**config.mk**
```make
export PLATFORM = sky130hd
export DESIGN_NAME = binary_thinning_subpass_top_flat
export DESIGN_NICKNAME = d
export VERILOG_FILES = /design/src/rtl/bts_pkg.sv /design/src/rtl/bts_pix_if.sv /design/src/rtl/bts_res_if.sv /design/src/rtl/bts_cfg_if.sv /design/src/rtl/bts_line_buf.sv /design/src/rtl/bts_window.sv /design/src/rtl/binary_thinning_subpass_top.sv /design/src/flat_wrapper.sv
export SDC_FILE = /design/constraint.sdc
export NUM_CORES = 2
export LEC_CHECK = 0
export ABC_AREA = 1
export BUFFER_PORTS_ARGS = -buffer_cell sky130_fd_sc_hd__buf_2
export CAP_MARGIN = 25
export CELL_PAD_IN_SITES_DETAIL_PLACEMENT = 1
export CELL_PAD_IN_SITES_GLOBAL_PLACEMENT = 2
export CORE_MARGIN = 2
export CORE_UTILIZATION = 42
export CTS_CLUSTER_DIAMETER = 120
export DETAILED_ROUTE_END_ITERATION = 7
export PLACE_DENSITY = 0.87
export SETUP_SLACK_MARGIN = 0.3
export SYNTH_ARGS = -nofsm -noshare
export SYNTH_HDL_FRONTEND = slang
export SYNTH_SLANG_ARGS = --single-unit
```
**constraint.sdc**
```tcl
create_clock -name clk -period 20.6 [get_ports clk]
set_clock_uncertainty 0.2 [all_clocks]
set_input_delay 2.06 -clock clk [delete_from_list [all_inputs] [get_ports clk]]
set_output_delay 2.06 -clock clk [all_outputs]
set_load 0.1 [all_outputs]
```
**src/rtl/bts_pkg.sv**
```systemverilog
// Shared types and constants of the binary thinning sub-pass block.
// Used by the configuration interface, the window logic and the top level.
package bts_pkg;

  // Configuration register indexes.
  localparam int CFG_IDX_W  = 2;
  localparam int CFG_DATA_W = 13;
  localparam logic [CFG_IDX_W-1:0] REG_SUB_PASS     = 2'd0;
  localparam logic [CFG_IDX_W-1:0] REG_IMAGE_WIDTH  = 2'd1;
  localparam logic [CFG_IDX_W-1:0] REG_IMAGE_HEIGHT = 2'd2;

  // Register field widths and geometry limits.
  localparam int WIDTH_W    = 11;
  localparam int HEIGHT_W   = 13;
  localparam int ROW_W      = 12;
  localparam int MIN_DIM    = 3;
  localparam int MAX_HEIGHT = 4096;
  localparam int RESET_WIDTH  = 640;
  localparam int RESET_HEIGHT = 480;

  // Rule constants of the thinning test.
  localparam int B_LOW  = 2;
  localparam int B_HIGH = 6;
  localparam int A_WANT = 1;

  // One result word.
  typedef struct packed {
    logic pixel_out;
    logic removed;
    logic frame_end;
    logic frame_changed;
  } res_t;

  // Control passed from the pipeline to the window logic.
  typedef struct packed {
    logic shift;     // the item in the read stage moves on this edge
    logic clear;     // stream restart after a geometry write
    logic emit;      // the item produces a result
    logic interior;  // its output pixel lies off the image border
    logic fend;      // its output pixel is the last of a frame
    logic sub_pass;  // which product pair applies
  } win_ctl_t;

endpackage

```
**src/rtl/bts_pix_if.sv**
```systemverilog
// Input pixel channel: valid, ready and one binary pixel per word.
// Depends on nothing else.
interface bts_pix_if;
  logic valid;
  logic ready;
  logic pixel_in;

  modport source (output valid, output pixel_in, input ready);
  modport sink (input valid, input pixel_in, output ready);
endinterface

```
**src/rtl/bts_res_if.sv**
```systemverilog
// Result channel: valid, ready and the four result fields of one word.
// Depends on nothing else.
interface bts_res_if;
  logic valid;
  logic ready;
  logic pixel_out;
  logic removed;
  logic frame_end;
  logic frame_changed;

  modport source (output valid, output pixel_out, output removed,
                  output frame_end, output frame_changed, input ready);
  modport sink (input valid, input pixel_out, input removed,
                input frame_end, input frame_changed, output ready);
endinterface

```
**src/rtl/bts_cfg_if.sv**
```systemverilog
// Configuration write channel: valid, ready, register index and data.
// Depends on bts_pkg for the index and data widths.
interface bts_cfg_if;
  logic                            valid;
  logic                            ready;
  logic [bts_pkg::CFG_IDX_W-1:0]   index;
  logic [bts_pkg::CFG_DATA_W-1:0]  data;

  modport source (output valid, output index, output data, input ready);
  modport sink (input valid, input index, input data, output ready);
endinterface

```
**src/rtl/bts_line_buf.sv**
```systemverilog
// Column-indexed line buffer holding the two rows above the incoming pixel.
// One synchronous read port with registered data, one write port.
module bts_line_buf #(
  parameter int DEPTH = 1024,
  parameter int AW    = 10
) (
  input  logic          clk,
  input  logic          rd_en,
  input  logic [AW-1:0] rd_addr,
  output logic [1:0]    rd_data,
  input  logic          wr_en,
  input  logic [AW-1:0] wr_addr,
  input  logic [1:0]    wr_data
);

  // Bit 1 holds the upper row, bit 0 the middle row.
  logic [1:0] mem [DEPTH];

  // Registered read; the data holds until the next read.
  always_ff @(posedge clk) begin
    if (rd_en) begin
      rd_data <= mem[rd_addr];
    end
  end

  always_ff @(posedge clk) begin
    if (wr_en) begin
      mem[wr_addr] <= wr_data;
    end
  end

endmodule

```
**src/rtl/bts_window.sv**
```systemverilog
// 3x3 neighbourhood window, the Zhang-Suen removal test and the per-frame
// removal flag. Depends on bts_pkg for the control and result types.
module bts_window (
  input  logic              clk,
  input  logic              rst,
  input  bts_pkg::win_ctl_t ctl,
  input  logic [2:0]        col_bits,  // {new pixel, middle row, upper row}
  output bts_pkg::res_t     res
);

  // Newest column sits in bits 2:0, top row in the lowest bit of a column.
  logic [8:0] window;
  logic [8:0] window_next;
  logic       any_removed;
  logic       p2, p3, p4, p5, p6, p7, p8, p9, centre;
  logic [3:0] a_cnt;
  logic [3:0] b_cnt;
  logic       m1, m2;
  logic       rem;

  assign window_next = {window[5:0], col_bits};

  // Neighbours clockwise from north.
  assign p2     = window_next[3];
  assign p3     = window_next[0];
  assign p4     = window_next[1];
  assign p5     = window_next[2];
  assign p6     = window_next[5];
  assign p7     = window_next[8];
  assign p8     = window_next[7];
  assign p9     = window_next[6];
  assign centre = window_next[4];

  // Transition count and neighbour sum.
  always_comb begin
    a_cnt = 4'(!p2 && p3) + 4'(!p3 && p4) + 4'(!p4 && p5) + 4'(!p5 && p6)
          + 4'(!p6 && p7) + 4'(!p7 && p8) + 4'(!p8 && p9) + 4'(!p9 && p2);
    b_cnt = 4'(p2) + 4'(p3) + 4'(p4) + 4'(p5) + 4'(p6) + 4'(p7) + 4'(p8) + 4'(p9);
  end

  // Sub-pass products.
  always_comb begin
    if (ctl.sub_pass) begin
      m1 = p2 & p4 & p8;
      m2 = p2 & p6 & p8;
    end else begin
      m1 = p2 & p4 & p6;
      m2 = p4 & p6 & p8;
    end
  end

  assign rem = ctl.interior && centre && (a_cnt == 4'(bts_pkg::A_WANT))
            && (b_cnt >= 4'(bts_pkg::B_LOW)) && (b_cnt <= 4'(bts_pkg::B_HIGH))
            && !m1 && !m2;

  always_comb begin
    res.pixel_out     = centre && !rem;
    res.removed       = rem;
    res.frame_end     = ctl.fend;
    res.frame_changed = ctl.fend && (any_removed || rem);
  end

  // The window shifts once per item; a restart empties it.
  always_ff @(posedge clk) begin
    if (rst || ctl.clear) begin
      window <= '0;
    end else if (ctl.shift) begin
      window <= window_next;
    end
  end

  // Removal flag of the frame being output; cleared at its last pixel.
  always_ff @(posedge clk) begin
    if (rst || ctl.clear) begin
      any_removed <= 1'b0;
    end else if (ctl.shift && ctl.emit) begin
      if (ctl.fend) begin
        any_removed <= 1'b0;
      end else if (rem) begin
        any_removed <= 1'b1;
      end
    end
  end

endmodule

```
**src/rtl/binary_thinning_subpass_top.sv**
```systemverilog
// Top level of the thinning sub-pass block: scan counters, read pipeline,
// output register. Depends on bts_pkg, the three channel interfaces,
// bts_line_buf and bts_window.
//
// Usage: binary pixels enter on the pixels channel in raster order, frames
// back to back. Each accepted word produces one result word on the results
// channel, except the first image_width+1 words after reset or after a
// geometry write, which only fill the line buffers. Result n belongs to the
// pixel accepted image_width+1 words earlier; append image_width+1 dummy
// words to flush the last frame. frame_end marks a frame's bottom-right
// pixel and frame_changed on it tells whether any pixel was removed.
// Throughput is one word per cycle; the limit is the single read and write
// port pair of the line buffer memory, read when a word is accepted and
// written back one stage later. The result word that an accepted word
// releases goes from the read stage to the output register. When the receiver
// stalls, the output register holds its word and the read stage takes one
// more word before the input side stops. Reset restores sub_pass 0, width
// 640, height 480 and restarts the stream; the line buffers need no
// clearing. Configuration is taken every cycle; a width or height write
// restarts the stream.
module binary_thinning_subpass_top #(
  parameter int MAX_WIDTH = 1024
) (
  input logic      clk,
  input logic      rst,
  bts_pix_if.sink   pixels,
  bts_res_if.source results,
  bts_cfg_if.sink   cfg
);

  localparam int MAX_W_EFF = (MAX_WIDTH < 2047) ? MAX_WIDTH : 2047;
  localparam int RST_W     = (bts_pkg::RESET_WIDTH < MAX_W_EFF) ?
                             bts_pkg::RESET_WIDTH : MAX_W_EFF;
  localparam int CW        = (MAX_WIDTH > 1) ? $clog2(MAX_WIDTH) : 1;
  localparam int WU_W      = $clog2(MAX_W_EFF + 2);

  // Registers.
  logic                           sub_pass;
  logic [bts_pkg::WIDTH_W-1:0]    width;
  logic [bts_pkg::HEIGHT_W-1:0]   height;
  logic [bts_pkg::WIDTH_W-1:0]    width_next;
  logic [bts_pkg::HEIGHT_W-1:0]   height_next;
  logic                           cfg_write;
  logic                           geo_write;

  // Scan state.
  logic [CW-1:0]                  col;
  logic [bts_pkg::ROW_W-1:0]      row;
  logic [WU_W-1:0]                warmup;
  logic                           warm_done;
  logic                           col_wrap;
  logic                           row_wrap;

  // Pipeline.
  logic                           accept;
  logic                           adv_out;
  logic                           s1_take;
  logic                           s1_valid;
  logic                           s1_px;
  logic [CW-1:0]                  s1_col;
  logic                           s1_interior;
  logic                           s1_fend;
  logic                           s1_emit;
  logic [1:0]                     rd_data;
  logic                           out_valid;
  bts_pkg::res_t                  out_res;
  bts_pkg::res_t                  win_res;
  bts_pkg::win_ctl_t              win_ctl;

  // Configuration writes with saturation of the geometry.
  assign cfg.ready = 1'b1;
  assign cfg_write = cfg.valid && cfg.ready;
  assign geo_write = cfg_write && ((cfg.index == bts_pkg::REG_IMAGE_WIDTH)
                                || (cfg.index == bts_pkg::REG_IMAGE_HEIGHT));

  always_comb begin
    width_next = cfg.data[bts_pkg::WIDTH_W-1:0];
    if (32'(width_next) < bts_pkg::MIN_DIM) begin
      width_next = bts_pkg::WIDTH_W'(bts_pkg::MIN_DIM);
    end else if (32'(width_next) > MAX_W_EFF) begin
      width_next = bts_pkg::WIDTH_W'(MAX_W_EFF);
    end
    height_next = cfg.data[bts_pkg::HEIGHT_W-1:0];
    if (32'(height_next) < bts_pkg::MIN_DIM) begin
      height_next = bts_pkg::HEIGHT_W'(bts_pkg::MIN_DIM);
    end else if (32'(height_next) > bts_pkg::MAX_HEIGHT) begin
      height_next = bts_pkg::HEIGHT_W'(bts_pkg::MAX_HEIGHT);
    end
  end

  always_ff @(posedge clk) begin
    if (rst) begin
      sub_pass <= 1'b0;
      width    <= bts_pkg::WIDTH_W'(RST_W);
      height   <= bts_pkg::HEIGHT_W'(bts_pkg::RESET_HEIGHT);
    end else if (cfg_write) begin
      case (cfg.index)
        bts_pkg::REG_SUB_PASS:     sub_pass <= cfg.data[0];
        bts_pkg::REG_IMAGE_WIDTH:  width    <= width_next;
        bts_pkg::REG_IMAGE_HEIGHT: height   <= height_next;
        default: ;
      endcase
    end
  end

  // Handshake: the read stage drains into the output register.
  assign adv_out       = !out_valid || results.ready;
  assign s1_take       = s1_valid && adv_out;
  assign pixels.ready  = !s1_valid || adv_out;
  assign accept        = pixels.valid && pixels.ready;

  // Scan counters give the position of the next input pixel.
  assign col_wrap  = (32'(col) + 1) >= 32'(width);
  assign row_wrap  = (32'(row) + 1) >= 32'(height);
  assign warm_done = 32'(warmup) >= (32'(width) + 1);

  always_ff @(posedge clk) begin
    if (rst || geo_write) begin
      col    <= '0;
      row    <= '0;
      warmup <= '0;
    end else if (accept) begin
      if (!warm_done) begin
        warmup <= warmup + 1'b1;
      end
      if (col_wrap) begin
        col <= '0;
        row <= row_wrap ? '0 : row + 1'b1;
      end else begin
        col <= col + 1'b1;
      end
    end
  end

  // Read stage. The output pixel lies one column back, or at the end of
  // the row before when this pixel opens a row, and one row further up.
  always_ff @(posedge clk) begin
    if (rst || geo_write) begin
      s1_valid <= 1'b0;
    end else if (accept) begin
      s1_valid <= 1'b1;
    end else if (s1_take) begin
      s1_valid <= 1'b0;
    end
  end

  always_ff @(posedge clk) begin
    if (accept) begin
      s1_px       <= pixels.pixel_in;
      s1_col      <= col;
      s1_emit     <= warm_done;
      s1_interior <= (32'(col) >= 2) && (32'(row) >= 2);
      s1_fend     <= (col == '0) && (row == bts_pkg::ROW_W'(1));
    end
  end

  // Line buffers: read on acceptance, the rows move down on write-back.
  bts_line_buf #(
    .DEPTH (MAX_WIDTH),
    .AW    (CW)
  ) u_line_buf (
    .clk     (clk),
    .rd_en   (accept),
    .rd_addr (col),
    .rd_data (rd_data),
    .wr_en   (s1_take),
    .wr_addr (s1_col),
    .wr_data ({rd_data[0], s1_px})
  );

  // Window and removal test.
  always_comb begin
    win_ctl.shift    = s1_take;
    win_ctl.clear    = geo_write;
    win_ctl.emit     = s1_emit;
    win_ctl.interior = s1_interior;
    win_ctl.fend     = s1_fend;
    win_ctl.sub_pass = sub_pass;
  end

  bts_window u_window (
    .clk      (clk),
    .rst      (rst),
    .ctl      (win_ctl),
    .col_bits ({s1_px, rd_data[0], rd_data[1]}),
    .res      (win_res)
  );

  // Output register.
  always_ff @(posedge clk) begin
    if (rst) begin
      out_valid <= 1'b0;
    end else if (s1_take) begin
      out_valid <= s1_emit;
    end else if (results.ready) begin
      out_valid <= 1'b0;
    end
  end

  always_ff @(posedge clk) begin
    if (s1_take) begin
      out_res <= win_res;
    end
  end

  assign results.valid         = out_valid;
  assign results.pixel_out     = out_res.pixel_out;
  assign results.removed       = out_res.removed;
  assign results.frame_end     = out_res.frame_end;
  assign results.frame_changed = out_res.frame_changed;

`ifndef NO_ASSERTIONS
  // A frame change is only reported on the last pixel of a frame.
  a_changed_on_end: assert property (@(posedge clk) disable iff (rst)
    out_valid |-> (!out_res.frame_changed || out_res.frame_end))
    else $error("frame_changed without frame_end");

  // A removed pixel is never output as foreground.
  a_removed_clear: assert property (@(posedge clk) disable iff (rst)
    out_valid && out_res.removed |-> !out_res.pixel_out)
    else $error("removed pixel still set");

  // The read stage keeps its word while the output register is blocked.
  a_s1_holds: assert property (@(posedge clk) disable iff (rst)
    s1_valid && out_valid && !results.ready && !geo_write |=>
      s1_valid && $stable(s1_col))
    else $error("read stage lost a word under stall");

  // The column counter stays inside the configured row.
  a_col_bound: assert property (@(posedge clk) disable iff (rst)
    32'(col) < 32'(width))
    else $error("column position beyond image width");
`endif

endmodule

```
**src/flat_wrapper.sv**
```systemverilog
// flat-port wrapper written by rule: the top's interface ports become plain ports
module binary_thinning_subpass_top_flat 
#(
  parameter int MAX_WIDTH = 1024
)
  (clk, rst, pixels_valid, pixels_pixel_in, pixels_ready, results_valid, results_pixel_out, results_removed, results_frame_end, results_frame_changed, results_ready, cfg_valid, cfg_index, cfg_data, cfg_ready);
  bts_pix_if pixels_i ();
  bts_res_if results_i ();
  bts_cfg_if cfg_i ();
  input logic clk;
  input logic rst;
  input wire logic [$bits(pixels_i.valid)-1:0] pixels_valid;
  input wire logic [$bits(pixels_i.pixel_in)-1:0] pixels_pixel_in;
  output wire logic [$bits(pixels_i.ready)-1:0] pixels_ready;
  output wire logic [$bits(results_i.valid)-1:0] results_valid;
  output wire logic [$bits(results_i.pixel_out)-1:0] results_pixel_out;
  output wire logic [$bits(results_i.removed)-1:0] results_removed;
  output wire logic [$bits(results_i.frame_end)-1:0] results_frame_end;
  output wire logic [$bits(results_i.frame_changed)-1:0] results_frame_changed;
  input wire logic [$bits(results_i.ready)-1:0] results_ready;
  input wire logic [$bits(cfg_i.valid)-1:0] cfg_valid;
  input wire logic [$bits(cfg_i.index)-1:0] cfg_index;
  input wire logic [$bits(cfg_i.data)-1:0] cfg_data;
  output wire logic [$bits(cfg_i.ready)-1:0] cfg_ready;
  assign pixels_i.valid = pixels_valid;
  assign pixels_i.pixel_in = pixels_pixel_in;
  assign pixels_ready = pixels_i.ready;
  assign results_valid = results_i.valid;
  assign results_pixel_out = results_i.pixel_out;
  assign results_removed = results_i.removed;
  assign results_frame_end = results_i.frame_end;
  assign results_frame_changed = results_i.frame_changed;
  assign results_i.ready = results_ready;
  assign cfg_i.valid = cfg_valid;
  assign cfg_i.index = cfg_index;
  assign cfg_i.data = cfg_data;
  assign cfg_ready = cfg_i.ready;
  binary_thinning_subpass_top #(.MAX_WIDTH(MAX_WIDTH)) u_core (.clk(clk), .rst(rst), .pixels(pixels_i), .results(results_i), .cfg(cfg_i));
endmodule
```
==> results.md <==
- Area delta synth->final: 10.2%
- Max Freq: 162 MHz
- H-tree depth: 4
- Setup violators final: 0
- R2R Path End: u_core.u_line_buf.rd_data[0]$_DFFE_PP_
- Hpwl dp: 164 mm
- Required time of the critical path: ~21,000 ps
- GRT Util Overall: 0.259
- WHS Endpoint: u_core.height[3]$_SDFFE_PP0P_
- Fin Hold WS: about 270 ps
- Post-CTS sizing: 0
- Final hold violation count: 0
- Area of the core: between 200,000 and 250,000 um2
- Cell variety after synth: 40
- Yosys warns: 0
- Mapped Nets: around 9,700
- Largest net degree at the start of global routing: ~210
- Cells after Synth: slightly below 10,000
- Vias in the first global route: roughly 73,000
- Vias per cell: between 5 and 6
- DP Area: roughly 98,000 um2
- Die H: approximately 480 um
- Yosys reg bits: 2,135
- Setup tns final: 0 ps
- Area of the multi-input gates: 26,300 um2
- Area contributors post-synth: edfxtp_1 65%, nand2_1 9.3%, nor2_1 8.4%, nand3_1 3.4%, inv_1 2.9%
- Antenna violations before repair: 16
- Worst hold path class: reg2reg
- Num rows: ~170
- Top-area cell type share of the netlist area: 0.652
- Max_cap viols: 0
- Crit path max fanout: approximately 170
- Postcts setup bufs: 0
- Reg clk slew, reported paths: approximately 60 ps
- Final Max Slew Viols: 0
- Fraction of layout cells with a size suffix above 1: 0.0567
- # hold bufs at CTS: 0
- DRC violations left: 0
- Cts bufs inserted: 220
- TritonCTS Sinks: roughly 2,100
- P per Cell Area: 89.6 nW/um2
- Hold depth: 2
- Antenna Nets Post-Route: 0
- Post-Route WL: between 300 and 400 mm
- R2R setup slack: 14,430 ps
- DR WL/cell: between 20 and 25 um
- Number of synthesized flops with an enable pin: ~2,100
- Kind of critical path: reg2reg
- CTS root buf: clkbuf_16
- Status: finished clean
- Reg2reg start: u_core.col[0]$_SDFFE_PP0P_
- Worst Reg-to-Reg Cells: 22
- WP data arrival: ~6600 ps
- I/O Buffers: 26
- Worst-skew pair later-pin latency: roughly 880 ps
- # nets final: 9,495
- Worst slew margin: 0.257
- I/O Pins: 28
- Crit. End Element: flip-flop
- Cell Area, Synth: ~95,000 um2
- Via Count: around 70,000
- Chip Width: ~480 um
- Fill cells: around 25,000
- Crit share post-route: 0.299
- Design area: 105,000 um2
- Register area: between 60,000 and 70,000 um2
- Leakage Power: approximately 39 nW
- GP Congestion: roughly 0.80
- VDD IR-drop max: 0.0000913 V
- Startpoint Class: flip-flop
- Total grt overflow: 0
- Drt pass-1 iters: 5
- CTS tree: yes
- DIE AREA: 231,000 um2
- Drt initial violations: between 6,000 and 7,000
- Bufs on Longest Clock Path: 3
- First-pass GRT wire length: between 400 and 500 mm
- Initial Utilization: 0.423
- Minimum clock period: 6170 ps
- Hold Startpoint: u_core.height[3]$_SDFFE_PP0P_
- Yosys top cell by area: edfxtp_1
- Worst Max-Slew Pin Slew: around 1100 ps
- Ys async rst share: 0
- Avg Inst Size Synth: between 9 and 10 um2
- Register area share after synthesis: 0.666
- Unrepaired setup endpoints after global routing: false
- Post-synth top flop: edfxtp_1
## kinds of logic (layout without fill, tap and decap cells)
family / count (synthesis) / after routing / share of synthesized area
xor+xnor: 22 / 22 / 0.00202
simple gates: 5207 / 5207 / 0.215
fa+ha+maj: 60 / 60 / 0.00851
flops: 2135 / 2135 / 0.666
buf+inv: 1382 / 1318 / 0.0605
other cells: 1 / 2 / 0.0000394
compound gates: 850 / 850 / 0.0478
## worst max-delay path by stage
stage	startpoint	end	slack (ps)	cells past startpoint
2_1_floorplan	u_core.u_line_buf.rd_data[0]$_DFFE_PP_	u_core.results.pixel_out$_DFFE_PP_	3490	16
3_3_place_gp	u_core.col[0]$_SDFFE_PP0P_	u_core.u_line_buf.rd_data[0]$_DFFE_PP_	14570	22
3_5_place_dp	u_core.col[0]$_SDFFE_PP0P_	u_core.u_line_buf.rd_data[0]$_DFFE_PP_	14440	22
4_1_cts	u_core.col[0]$_SDFFE_PP0P_	u_core.u_line_buf.rd_data[0]$_DFFE_PP_	14390	22
5_1_grt	u_core.col[0]$_SDFFE_PP0P_	u_core.u_line_buf.rd_data[0]$_DFFE_PP_	14030	22
6_report	u_core.col[0]$_SDFFE_PP0P_	u_core.u_line_buf.rd_data[0]$_DFFE_PP_	14430	22
## synthesized netlist by cell type (2+ instances only)
master	n
a211oi_1	6
a21oi_1	154
a31oi_1	4
and3_1	3
buf_1	49
buf_2	145
buf_4	66
buf_6	19
clkbuf_1	357
clkinv_1	6
dfxtp_1	67
edfxtp_1	2068
fa_1	8
ha_1	52
inv_1	738
inv_2	2
nand2_1	2360
nand3_1	641
nand4_1	10
nor2_1	2121
nor3_1	50
nor4_1	6
o211ai_1	99
o21ai_0	520
o21ai_1	60
o221a_2	2
or2_2	11
xnor2_1	3
xor2_1	19
## power breakdown
group	switching (mW)	internal, mW
clock	1.70	2.34
sequential	0.0122	4.78
combinational	0.437	0.135
## critical path: stages, from the launching register on
cell and delay (ps):
dfxtp_4 610, inv_8 610, buf_4 730, buf_12 680
buf_4 680, buf_4 800, nand2_1 140, nand3_1 130
nand2_1 80, nand2_1 60, nand2_1 90, inv_1 60
nand2_1 50, nand2_1 60, nand2_1 90, inv_1 90
nand2_1 60, nand2_1 60, nand2_1 50, nor2_1 190
nor2_1 60, nor2_1 150, nand2_1 100
## sequential cells by signal, summed over array words and instances, names as in the netlist, 2 cells and up
register and count:
u_core.col 10, u_core.height 13, u_core.row 12, u_core.s1_col 10
u_core.u_line_buf.mem 2048, u_core.u_line_buf.rd_data 2, u_core.u_window.window 6, u_core.warmup 11
u_core.width 11
## through the flow
step	instances	total power [mW]	worst slack [ps]	utilization
6_report	12586	9.40	14430	0.466
5_1_grt	12586	9.67	14030	0.466
4_1_cts	12584	9.45	14390	0.466
3_5_place_dp	12183	5.45	14440	0.434
3_3_place_gp	12177	5.44	14570	0.434
2_1_floorplan	9657	5.35	3490	-
## cell usage in the layout, fill, tap and decap left out, drive strengths merged, types with 3 or more instances in the layout
cell,netlist,layout
nand2,2360,2360
xnor2,3,3
nor2,2122,2122
clkinvlp,0,5
a21oi,154,154
o211ai,99,99
dfxtp,67,67
fa,8,8
nor3,50,50
nand3,641,641
a31oi,4,4
and3,3,3
clkbuf,357,270
inv,740,745
a211oi,6,6
bufinv,0,27
o21ai,580,580
nand4,10,10
or2,11,11
nor4,6,6
clkinv,6,100
buf,279,171
xor2,19,19
edfxtp,2068,2068
ha,52,52
## layer usage
layer	part of all wire	vias to the layer above	track usage
li1	-	31286	-
met1	0.41	35207	0.328
met2	0.49	1974	0.450
met3	0.057	542	0.0334
met4	0.040	2	0.0986
met5	0.000040	-	0
## final cells by class
| cell class | count | share of cell area |
|---|---|---|
| Clock buffer | 270 | 0.0556 |
| Timing Repair Buffer | 171 | 0.0139 |
| Multi-Input combinational cell | 6140 | 0.250 |
| Sequential cell | 2135 | 0.605 |
| Tap cell | 2992 | 0.0357 |
| Clock inverter | 131 | 0.0128 |
| Inverter | 746 | 0.0269 |
| Antenna cell | 1 | 0.0000238 |
Note: power is estimated with default switching activity, not from simulation.
